[src/rtl/core/bis_pkg.sv]
package bis_pkg;

	// Configuration registers are six bits wide.
	localparam int CFG_W = 6;
	typedef logic [CFG_W-1:0] cfg_data_t;

	// Register indexes on the write port.
	typedef logic [0:0] reg_idx_t;
	localparam reg_idx_t REG_ROW_LENGTH = 1'b0;
	localparam reg_idx_t REG_ROW_COUNT  = 1'b1;

	localparam int SIDE_MIN   = 2;
	localparam int SIDE_RESET = 8;

	localparam int IDX_W = 10;
	typedef logic [IDX_W-1:0] lin_idx_t;

	typedef struct packed {
		lin_idx_t grid_index;
		lin_idx_t seq_position;
		logic     is_interior;
		logic     last;
	} bis_res_t;

endpackage

[src/rtl/core/bis_if.sv]
interface bis_req_if;
	logic valid;
	logic ready;
	logic restart;

	modport source (output valid, output restart, input ready);
	modport sink (input valid, input restart, output ready);
endinterface

interface bis_rsp_if;
	logic             valid;
	logic             ready;
	bis_pkg::lin_idx_t grid_index;
	bis_pkg::lin_idx_t seq_position;
	logic             is_interior;
	logic             last;

	modport source (output valid, output grid_index, output seq_position,
		output is_interior, output last, input ready);
	modport sink (input valid, input grid_index, input seq_position,
		input is_interior, input last, output ready);
endinterface

[src/rtl/core/boundary_interior_index_sequencer.sv]
// Boundary-first, interior-second index sequencer.
// Each beat on req asks for the next entry of the scatter map of a
// row_length by row_count grid; each gives exactly one beat on rsp with
// the row-major grid_index, its seq_position, is_interior and last.
// A request with restart set returns position 0 and continues from there.
// Sides must be written on the wr_en/wr_index/wr_data port only while no
// request is in flight; the block itself does not enforce this. Any
// write puts the walk back to position 0.
// A request accepted on req is registered in the input stage; its result
// is loaded into the output register, which drives rsp.valid, when that
// register is free or is being drained.
// Throughput: one request per cycle while rsp does not stall, set by
// the single pass from the input register through the walker and one
// small multiply to the output register.
// When rsp is stalled the output register holds its beat, the input
// stage fills, and req.ready drops until the output drains.
// Reset clears both stages and loads eight by eight sides at position 0.
module boundary_interior_index_sequencer #(
	parameter int MAX_SIDE = 32
) (
	input  logic                clk,
	input  logic                arst_n,
	bis_req_if.sink             req,
	bis_rsp_if.source           rsp,
	input  logic                wr_en,
	input  bis_pkg::reg_idx_t   wr_index,
	input  bis_pkg::cfg_data_t  wr_data
);
	import bis_pkg::*;

	localparam int SIDE_W = $clog2(MAX_SIDE + 1);
	localparam int CTR_W  = (MAX_SIDE > 2) ? $clog2(MAX_SIDE) : 1;

	logic [SIDE_W-1:0] nr, ns;
	logic              clear;
	logic              valid_s1, restart_s1;
	logic              valid_s2;
	bis_res_t          res, res_s2;
	logic              step;

	bis_cfg #(
		.MAX_SIDE (MAX_SIDE),
		.SIDE_W   (SIDE_W)
	) u_cfg (
		.clk      (clk),
		.arst_n   (arst_n),
		.wr_en    (wr_en),
		.wr_index (wr_index),
		.wr_data  (wr_data),
		.nr       (nr),
		.ns       (ns),
		.clear    (clear)
	);

	bis_walker #(
		.SIDE_W (SIDE_W),
		.CTR_W  (CTR_W)
	) u_walker (
		.clk     (clk),
		.arst_n  (arst_n),
		.clear   (clear),
		.step    (step),
		.restart (restart_s1),
		.nr      (nr),
		.ns      (ns),
		.res     (res)
	);

	assign step      = valid_s1 && (!valid_s2 || rsp.ready);
	assign req.ready = !valid_s1 || step;

	always_ff @(posedge clk or negedge arst_n) begin
		if (!arst_n) begin
			valid_s1 <= 1'b0;
		end else if (req.valid && req.ready) begin
			valid_s1 <= 1'b1;
		end else if (step) begin
			valid_s1 <= 1'b0;
		end
	end

	always_ff @(posedge clk) begin
		if (req.valid && req.ready) begin
			restart_s1 <= req.restart;
		end
	end

	always_ff @(posedge clk or negedge arst_n) begin
		if (!arst_n) begin
			valid_s2 <= 1'b0;
		end else if (step) begin
			valid_s2 <= 1'b1;
		end else if (rsp.ready) begin
			valid_s2 <= 1'b0;
		end
	end

	always_ff @(posedge clk) begin
		if (step) begin
			res_s2 <= res;
		end
	end

	assign rsp.valid        = valid_s2;
	assign rsp.grid_index   = res_s2.grid_index;
	assign rsp.seq_position = res_s2.seq_position;
	assign rsp.is_interior  = res_s2.is_interior;
	assign rsp.last         = res_s2.last;

endmodule

[src/rtl/core/bis_cfg.sv]
module bis_cfg #(
	parameter int MAX_SIDE = 32,
	parameter int SIDE_W   = 6
) (
	input  logic                clk,
	input  logic                arst_n,
	input  logic                wr_en,
	input  bis_pkg::reg_idx_t   wr_index,
	input  bis_pkg::cfg_data_t  wr_data,
	output logic [SIDE_W-1:0]   nr,
	output logic [SIDE_W-1:0]   ns,
	output logic                clear
);
	import bis_pkg::*;

	// Sides are held already clamped to the legal range.
	function automatic logic [SIDE_W-1:0] clamp_side(input cfg_data_t v);
		if (v < CFG_W'(SIDE_MIN))
			return SIDE_W'(SIDE_MIN);
		if (32'(v) > MAX_SIDE)
			return SIDE_W'(MAX_SIDE);
		return SIDE_W'(v);
	endfunction

	localparam logic [SIDE_W-1:0] SIDE_RST = clamp_side(CFG_W'(SIDE_RESET));

	logic [SIDE_W-1:0] nr_q;
	logic [SIDE_W-1:0] ns_q;

	always_ff @(posedge clk or negedge arst_n) begin
		if (!arst_n) begin
			nr_q <= SIDE_RST;
			ns_q <= SIDE_RST;
		end else if (wr_en) begin
			case (wr_index)
				REG_ROW_LENGTH: nr_q <= clamp_side(wr_data);
				REG_ROW_COUNT:  ns_q <= clamp_side(wr_data);
				default: ;
			endcase
		end
	end

	assign nr    = nr_q;
	assign ns    = ns_q;
	// Any register write sends the walk back to its start.
	assign clear = wr_en && (wr_index == REG_ROW_LENGTH || wr_index == REG_ROW_COUNT);

endmodule

[src/rtl/core/bis_walker.sv]
module bis_walker #(
	parameter int SIDE_W = 6,
	parameter int CTR_W  = 5
) (
	input  logic               clk,
	input  logic               arst_n,
	input  logic               clear,
	input  logic               step,
	input  logic               restart,
	input  logic [SIDE_W-1:0]  nr,
	input  logic [SIDE_W-1:0]  ns,
	output bis_pkg::bis_res_t  res
);
	import bis_pkg::*;

	typedef enum logic [2:0] {
		PH_BOTTOM,
		PH_RIGHT,
		PH_TOP,
		PH_LEFT,
		PH_INT
	} phase_t;

	localparam int PROD_W = CTR_W + SIDE_W + 1;

	phase_t            phase_q, cur_phase, nxt_phase;
	logic [CTR_W-1:0]  row_q, col_q, cur_row, cur_col, nxt_row, nxt_col;
	lin_idx_t          seq_q, cur_seq, nxt_seq;
	logic              wrap;
	logic              has_int;
	logic [SIDE_W-1:0] row_w, col_w;
	logic [PROD_W-1:0] lin;

	always_comb begin
		if (restart) begin
			cur_phase = PH_BOTTOM;
			cur_row   = '0;
			cur_col   = '0;
			cur_seq   = '0;
		end else begin
			cur_phase = phase_q;
			cur_row   = row_q;
			cur_col   = col_q;
			cur_seq   = seq_q;
		end
	end

	assign row_w   = SIDE_W'(cur_row);
	assign col_w   = SIDE_W'(cur_col);
	assign has_int = (nr > SIDE_W'(2)) && (ns > SIDE_W'(2));

	always_comb begin
		nxt_phase = cur_phase;
		nxt_row   = cur_row;
		nxt_col   = cur_col;
		nxt_seq   = cur_seq + IDX_W'(1);
		wrap      = 1'b0;
		case (cur_phase)
			PH_BOTTOM: begin
				if (col_w < nr - SIDE_W'(1)) begin
					nxt_col = cur_col + CTR_W'(1);
				end else begin
					nxt_phase = PH_RIGHT;
					nxt_row   = CTR_W'(1);
					nxt_col   = CTR_W'(nr - SIDE_W'(1));
				end
			end
			PH_RIGHT: begin
				if (row_w < ns - SIDE_W'(1)) begin
					nxt_row = cur_row + CTR_W'(1);
				end else begin
					nxt_phase = PH_TOP;
					nxt_row   = CTR_W'(ns - SIDE_W'(1));
					nxt_col   = CTR_W'(nr - SIDE_W'(2));
				end
			end
			PH_TOP: begin
				if (cur_col != '0) begin
					nxt_col = cur_col - CTR_W'(1);
				end else if (ns > SIDE_W'(2)) begin
					nxt_phase = PH_LEFT;
					nxt_row   = CTR_W'(ns - SIDE_W'(2));
					nxt_col   = '0;
				end else begin
					// Two rows leave no left column and no interior.
					wrap = 1'b1;
				end
			end
			PH_LEFT: begin
				if (cur_row > CTR_W'(1)) begin
					nxt_row = cur_row - CTR_W'(1);
				end else if (has_int) begin
					nxt_phase = PH_INT;
					nxt_row   = CTR_W'(1);
					nxt_col   = CTR_W'(1);
				end else begin
					wrap = 1'b1;
				end
			end
			PH_INT: begin
				if (col_w < nr - SIDE_W'(2)) begin
					nxt_col = cur_col + CTR_W'(1);
				end else if (row_w < ns - SIDE_W'(2)) begin
					nxt_row = cur_row + CTR_W'(1);
					nxt_col = CTR_W'(1);
				end else begin
					wrap = 1'b1;
				end
			end
			default: begin
				nxt_phase = PH_BOTTOM;
				nxt_row   = '0;
				nxt_col   = '0;
				nxt_seq   = '0;
			end
		endcase
		if (wrap) begin
			nxt_phase = PH_BOTTOM;
			nxt_row   = '0;
			nxt_col   = '0;
			nxt_seq   = '0;
		end
	end

	always_ff @(posedge clk or negedge arst_n) begin
		if (!arst_n) begin
			phase_q <= PH_BOTTOM;
			row_q   <= '0;
			col_q   <= '0;
			seq_q   <= '0;
		end else if (clear) begin
			phase_q <= PH_BOTTOM;
			row_q   <= '0;
			col_q   <= '0;
			seq_q   <= '0;
		end else if (step) begin
			phase_q <= nxt_phase;
			row_q   <= nxt_row;
			col_q   <= nxt_col;
			seq_q   <= nxt_seq;
		end
	end

	assign lin = PROD_W'(cur_row) * PROD_W'(nr) + PROD_W'(cur_col);

	// The final entry is exactly the one after which the walk wraps.
	assign res.grid_index   = IDX_W'(lin);
	assign res.seq_position = cur_seq;
	assign res.is_interior  = (cur_phase == PH_INT);
	assign res.last         = wrap;

endmodule
[src/flat_wrapper.sv]
// flat-port wrapper written by rule: the top's interface ports become plain ports
module boundary_interior_index_sequencer_flat import bis_pkg::*;
#(
	parameter int MAX_SIDE = 32
)
  (clk, arst_n, wr_en, wr_index, wr_data, req_valid, req_restart, req_ready, rsp_valid, rsp_grid_index, rsp_seq_position, rsp_is_interior, rsp_last, rsp_ready);
  bis_req_if req_i ();
  bis_rsp_if rsp_i ();
  input  logic clk;
  input  logic arst_n;
  input  logic wr_en;
  input  bis_pkg::reg_idx_t wr_index;
  input  bis_pkg::cfg_data_t wr_data;
  input wire logic [$bits(req_i.valid)-1:0] req_valid;
  input wire logic [$bits(req_i.restart)-1:0] req_restart;
  output wire logic [$bits(req_i.ready)-1:0] req_ready;
  output wire logic [$bits(rsp_i.valid)-1:0] rsp_valid;
  output wire logic [$bits(rsp_i.grid_index)-1:0] rsp_grid_index;
  output wire logic [$bits(rsp_i.seq_position)-1:0] rsp_seq_position;
  output wire logic [$bits(rsp_i.is_interior)-1:0] rsp_is_interior;
  output wire logic [$bits(rsp_i.last)-1:0] rsp_last;
  input wire logic [$bits(rsp_i.ready)-1:0] rsp_ready;
  assign req_i.valid = req_valid;
  assign req_i.restart = req_restart;
  assign req_ready = req_i.ready;
  assign rsp_valid = rsp_i.valid;
  assign rsp_grid_index = rsp_i.grid_index;
  assign rsp_seq_position = rsp_i.seq_position;
  assign rsp_is_interior = rsp_i.is_interior;
  assign rsp_last = rsp_i.last;
  assign rsp_i.ready = rsp_ready;
  boundary_interior_index_sequencer #(.MAX_SIDE(MAX_SIDE)) u_core (.clk(clk), .arst_n(arst_n), .req(req_i), .rsp(rsp_i), .wr_en(wr_en), .wr_index(wr_index), .wr_data(wr_data));
endmodule
[config.mk]
export PLATFORM = sky130hd
export DESIGN_NAME = boundary_interior_index_sequencer_flat
export DESIGN_NICKNAME = d
export VERILOG_FILES = /design/src/rtl/core/bis_pkg.sv /design/src/rtl/core/bis_if.sv /design/src/rtl/core/boundary_interior_index_sequencer.sv /design/src/rtl/core/bis_cfg.sv /design/src/rtl/core/bis_walker.sv /design/src/flat_wrapper.sv
export SDC_FILE = /design/constraint.sdc
export NUM_CORES = 1
export LEC_CHECK = 0
export BUFFER_PORTS_ARGS = -buffer_cell sky130_fd_sc_hd__buf_2
export CORE_MARGIN = 2
export CORE_UTILIZATION = 60
export CTS_BUF_LIST = sky130_fd_sc_hd__clkbuf_4 sky130_fd_sc_hd__clkbuf_8
export CTS_CLUSTER_DIAMETER = 80
export CTS_CLUSTER_SIZE = 24
export DETAILED_ROUTE_END_ITERATION = 7
export PLACE_DENSITY = 0.79
export SLEW_MARGIN = 0
export SYNTH_ARGS = -nofsm -noshare
export SYNTH_HDL_FRONTEND = slang
export SYNTH_SLANG_ARGS = --single-unit
[constraint.sdc]
create_clock -name clk -period 10.6 [get_ports clk]
set_clock_uncertainty 0.2 [all_clocks]
set_input_delay 0.53 -clock clk [delete_from_list [all_inputs] [get_ports clk]]
set_output_delay 0.53 -clock clk [all_outputs]
set_load 0.02 [all_outputs]
==> flow_summary.ini, run 1 <==
[grt]
grt-ovfl-total = 0
grt_max_degree = 38
first_global_vias = 4494
grt_usage_pct = 29.4
antenna_found_initial = 0
grt_pass1_wl_um = 22300

[power_and_ir_drop]
irDropWorstVdd_v = 0.0000710
p_leak_nw = 2.60
total_power_mw = 0.617
p_per_area_nw_per_um2 = 108

[worst_setup_path]
worstPathRequired_ps = 10510
setup.worst_path.end_class = flop
crit-reg2reg-capture = u_core.rsp.grid_index[9]$_DFFE_PP_
rr_worst_depth = 15
path_class = flop to flop
cp-start-kind = flop
cp_max_fo = 32
r2r_start = u_core.restart_s1$_DFFE_PP_
critical_path_arrival_ps = 4910
reg2reg_slack_ps = 5600

[drt]
drc = 0
first_pass_iters = 5
drt-vias-per-instance = 6.26
num_vias = 4495
ant_nets = 0
first_iter_violations = 259
routed_wl_um = 13600
wl_per_cell_um = 18.9

[floorplanning]
fp.dieH_um = 98.0
num_io_pins = 37
initial_core_util_pct = 61.4
die_w_um = 98.0
die-area_um2 = 9600
core-area_um2 = 8640
rows = 34

[sta]
fin_crit_ps = 5000
maxSlewViolCount = 0
tightestPinTransition_ps = 1060
setup_viol = 0
finalHoldViolCount = 0
fmax_mhz = 200
max_slew_margin_pct = 29.5
final.setup.tns_ps = 0
period_share_pct = 47.2
rsz0062_at_grt = false

[synth]
synthArstFlopShare_pct = 61.7
yosysTopAreaCell = dfrtp_1
synth_nets = 659
synth.top_cell.area_share_pct = 16.5
synth.top_cells.by_area = dfrtp_1, edfxtp_1, ha_1
ys_dominant_reg_cell = dfrtp_1
synthMostInstantiatedCell = nand2_1
ys_seq_area_share_pct = 30.6
synth_area_per_cell_um2 = 9.12
synth_edf_count = 23
synth.top_cells.by_count = nand2_1, ha_1, inv_1
synth_cell_types = 73
netlist_area_um2 = 5300
synth_seq_cells = 60
ys_warn_count = 0
syn_inst = 581

[place]
hpwl_um = 10100
dpl.cell_count = 702
portBuffers = 36
gp_congestion = 0.929

[clocking]
cts_resized = 0
cts-root-buf = clkbuf_8
insertion_delay_ps = 360
cts_hold_buf = 0
clockBufferDepth = 2
clkTransAtPathRegs_ps = 90
cts_tree = built
post_cts_buffers = 0
cts_made_buffers = 9
cts.sinks = 60
htreeDepth = 3

[layout]
drive_gt1_share_pct = 14.4
fillerInstances = 707
syn_to_final_growth_pct = 7.84
antenna_cells = 0
final_nets = 683
stdcell_count = 718

[run_status]
outcome = finished clean

[hold_path]
hold_class = input port to async pin

[flow_run]
maxCapViolCount = 0
[placed cells by master (no fill, tap or decap), types with 12 or more instances in the layout]
cell type  synthesis  final
nor2_1            33     32
inv_1             38     38
and2_1            14     14
nand2_1           66     66
nor2b_1           13     13
fa_1              16     16
xnor2_1           22     22
buf_2              9     36
dfrtp_1           35     35
nand2b_1          16     16
a21oi_1           32     32
o21ai_0           36     36
ha_1              49     49
nand3_1           12     12
edfxtp_1          23     23
[worst max-delay path, cell delays in order, from the launching register on]
cell and delay (ps):
edfxtp_1 330, buf_4 340, nand2b_1 390, clkinv_1 370, and2_1 290, fa_1 510
inv_1 50, fa_1 460, fa_1 540, inv_1 40, ha_1 320, a21oi_1 240
o21bai_1 90, a21oi_1 240, o21ai_0 150, xnor2_1 140
[registers in the layout (all words and copies together), names as in the netlist]
signal	cells
u_core.rsp.seq_position	10
u_core.rsp.is_interior	1
u_core.rsp.valid	1
u_core.valid_s1	1
u_core.u_walker.col_q	5
u_core.u_cfg.ns	6
u_core.u_walker.row_q	5
u_core.restart_s1	1
u_core.rsp.grid_index	10
u_core.u_cfg.nr	6
u_core.rsp.last	1
u_core.u_walker.seq_q	10
u_core.u_walker.phase_q	3
[stage by stage]
step	setup WS (ps)	util (%)	hold slack (ps)	instance area, µm²
after CTS	5640	66.2	108	5710
final	5600	66.2	78.6	5710
after detailed placement	5670	63.9	291	5520
after global placement	5800	63.9	260	5520
after global routing	5380	66.2	136	5710
after floorplan	6310	-	34.4	5300
[per-layer routing]
metal,track usage [%],vias up,wire (µm)
li1,-,2115,-
met1,39.1,2165,5830
met2,48.7,182,6510
met3,3.65,33,832
met4,12.4,0,388
met5,0,-,0
[where the power goes]
group | internal (mW) | switching (mW)
clock network | 0.110 | 0.106
registers | 0.255 | 0.0170
logic | 0.0469 | 0.0828
total | 0.412 | 0.206
[area by class of cell]
type	instances	area, µm²	share of cell area [%]
clock buffers	9	124	2.17
clock inverters	7	75.1	1.31
inverters	44	168	2.93
multi-input cells	450	3380	59.2
flip-flops and latches	60	1620	28.3
well taps	108	135	2.36
repair buffers	40	210	3.68
[worst max path at each step]
stage	endpoint	from	slack [ps]	cells after the start
after global placement	u_core.rsp.grid_index[9]$_DFFE_PP_	u_core.restart_s1$_DFFE_PP_	5800	15
final	u_core.rsp.grid_index[9]$_DFFE_PP_	u_core.restart_s1$_DFFE_PP_	5600	15
after floorplan	u_core.rsp.grid_index[9]$_DFFE_PP_	u_core.restart_s1$_DFFE_PP_	6310	14
after global routing	u_core.rsp.grid_index[9]$_DFFE_PP_	u_core.restart_s1$_DFFE_PP_	5380	15
after CTS	u_core.rsp.grid_index[9]$_DFFE_PP_	u_core.restart_s1$_DFFE_PP_	5640	15
after detailed placement	u_core.rsp.grid_index[9]$_DFFE_PP_	u_core.restart_s1$_DFFE_PP_	5670	15
[cell families (layout without fill, tap and decap cells)]
kind of cell | count (synthesis) | in the layout | synth area share (%)
compound gates | 140 | 140 | 18.2
mux | 14 | 14 | 2.79
flops | 60 | 60 | 30.6
fa+ha+maj | 65 | 65 | 17.6
simple gates | 198 | 198 | 19.7
buf+inv | 71 | 100 | 5.64
xor+xnor | 33 | 33 | 5.45
(Power assumes the default switching activity.)
==> run 2, diff against run 1 <==
Settings changed: ABC_AREA set to 1.
Clock period 10.6 ns to 4.9 ns, I/O delays scaled along.
==> run 2 against run 1 <==
Against the previous run:
- first-iteration DRC count is 72% higher
- cell area increased by 4.3%
- count of clock-buffer cells in the layout stayed put
- via count grew 14%
- flip-flop and latch count unchanged
- register-to-register slack got worse by 5100 ps
- synthesized cell count is 25% higher
- global-route usage is 2.3 points higher
- worst setup slack worse by 5100 ps
- synthesized area increased by 2.1%
- critical path type unchanged
- critical endpoint is now u_core.rsp.grid_index[8]$_DFFE_PP_
- largest power group unchanged
- highest routed layer unchanged
==> flow_summary.ini, run 2 <==
[hold_path]
hold_class = input port to flop

[drt]
first_pass_iters = 6
routed_wl_um = 15200
drc = 0
wl_per_cell_um = 17.2
num_vias = 5131
drt-vias-per-instance = 5.82
ant_nets = 0
first_iter_violations = 445

[worst_setup_path]
setup.worst_path.end_class = flop
crit_top_cell = inv_1
cp-start-kind = flop
slowest_delay_ps = 540
critPathSlowestCell = fa_1
worstPathRequired_ps = 4810
cp_max_fo = 12
critical_path_arrival_ps = 4270
path_class = flop to flop
path_cells = inv_8, nand2_1, inv_1, nand2_1, fa_1, inv_1, ha_1, inv_1, fa_1, inv_1, fa_1, a31oi_1, nor2_1, o21ai_0, nand2_1, xor2_1

[clocking]
clkTransAtPathRegs_ps = 90
cts_tree = built
clockBufferDepth = 2
insertion_delay_ps = 360
cts_hold_buf = 7
htreeDepth = 3
cts_resized = 0
post_cts_buffers = 0
cts_made_buffers = 9
cts.sinks = 60
cts-root-buf = clkbuf_8

[place]
gp_congestion = 0.960
hpwl_um = 11100
pre_cts_ws_ps = 580
dpl.cell_count = 858
portBuffers = 36
placed_area_um2 = 5670

[grt]
grt_max_degree = 38
grt-ovfl-total = 0
antenna_found_initial = 0
grt_pass1_wl_um = 24200
grt_usage_pct = 31.8
first_global_vias = 4905

[power_and_ir_drop]
power_frac_comb_pct = 24.5
p_seq_share_pct = 40.4
irDropWorstVdd_v = 0.000172
power.net_switching_mw = 0.523
p_int_mw = 0.963
p_per_area_nw_per_um2 = 249
clkPwrFrac_pct = 35.1
p_leak_nw = 3.20
total_power_mw = 1.49
switching_share_pct = 35.2

[sta]
worst_slack_ps = 542
fin_crit_ps = 4360
max_slew_margin_pct = 29.0
maxSlewViolCount = 0
tightestPinTransition_ps = 1060
rsz0062_at_grt = false
finalHoldViolCount = 0
setup_viol = 0
hold_slack_ps = 71.7
fmax_mhz = 229
period_share_pct = 88.9
final.setup.tns_ps = 0

[layout]
fillerInstances = 730
final_nets = 846
syn_to_final_growth_pct = 10.2
layout_commonest_cell = nand2_1
antenna_cells = 0
fin_util_pct = 68.4
stdcell_count = 881
layout_common_cells = nand2_1, inv_1, nand3_1, nor2_1, ha_1
multi_input_area_um2 = 3300
design_area_um2 = 5960
drive_gt1_share_pct = 12.8
seqCellArea_um2 = 1620

[synth]
ys_dominant_reg_cell = dfrtp_1
synth_seq_cells = 60
synthArstFlopShare_pct = 61.7
synth_nets = 806
yosysTopAreaCell = dfrtp_1
synth_cell_types = 46
synthMostInstantiatedCell = nand2_1
syn_inst = 728
synth.top_cell.area_share_pct = 16.2
synth_edf_count = 23
synth.top_cells.by_area = dfrtp_1, nand2_1, edfxtp_1
synth_area_per_cell_um2 = 7.43
netlist_area_um2 = 5410
ys_warn_count = 0
ys_seq_area_share_pct = 29.9
synth.top_cells.by_count = nand2_1, inv_1, nand3_1

[floorplanning]
rows = 34
core-area_um2 = 8720
initial_core_util_pct = 62.0
num_io_pins = 37
die_w_um = 98.9
die-area_um2 = 9790
fp.dieH_um = 98.9

[run_status]
outcome = finished clean

[flow_run]
maxCapViolCount = 0
run 2: power by group through the flow:
stage	clock, mW	combinational, mW	sequential [mW]
global placement	0	0.345	0.609
global route	0.540	0.399	0.604
detailed placement	0	0.351	0.610
floorplan	0	0.224	0.625
CTS	0.524	0.357	0.600
finish	0.522	0.364	0.601
run 2: worst max-delay path: cells and delay by family (launching register included):
kind / cells / cell delay (ps)
buffers and inverters: 5 / 550
XOR/XNOR: 1 / 140
flip-flops: 1 / 480
AND/OR/NAND/NOR: 4 / 520
AO/OA/AOI/OAI: 2 / 380
adder cells (fa/ha/maj): 4 / 1810
run 2: layout make-up:
class,count,area share (%)
multi-input combinational,545,55.3
sequential,60,27.2
inverter,104,6.68
timing repair buffer,48,4.83
tap,108,2.27
clock buffer,9,2.08
clock inverter,7,1.66
run 2: path summary, 6_finish.rpt:
check | from | to | slack [ps] | cells past startpoint
worst max register to register | u_core.restart_s1$_DFFE_PP_ | u_core.rsp.grid_index[8]$_DFFE_PP_ | 540 | 16
min in group asynchronous | arst_n | u_core.u_cfg.ns[5]$_DFFE_PN0P_ | 360 | 2
worst min register to register | u_core.u_walker.col_q[1]$_DFFE_PN0P_ | u_core.u_walker.col_q[1]$_DFFE_PN0P_ | 290 | 2
worst max-delay path | u_core.restart_s1$_DFFE_PP_ | u_core.rsp.grid_index[8]$_DFFE_PP_ | 540 | 16
max in group asynchronous | arst_n | u_core.u_walker.seq_q[0]$_DFFE_PN0P_ | 3530 | 2
worst min-delay path | wr_data[2] | u_core.u_cfg.ns[2]$_DFFE_PN0P_ | 70 | 5
run 2: logic make-up after synthesis:
kind of cell	after synthesis	synth area share [%]
adders and majority gates	65	17.3
xor gates and xnor gates	27	4.51
AOI/OAI and AO/OA	60	6.25
DFF	60	29.9
buffers and inverters	123	9.18
and+or+nand+nor	393	32.9
run 2: layer usage:
layer  wire length (µm)  up-vias  track usage (%)
met5                  0        -                0
met3               1200       36             5.32
met2               6870      238             50.6
met1               6650     2415             43.3
li1                   -     2442                -
met4                437        0             12.5
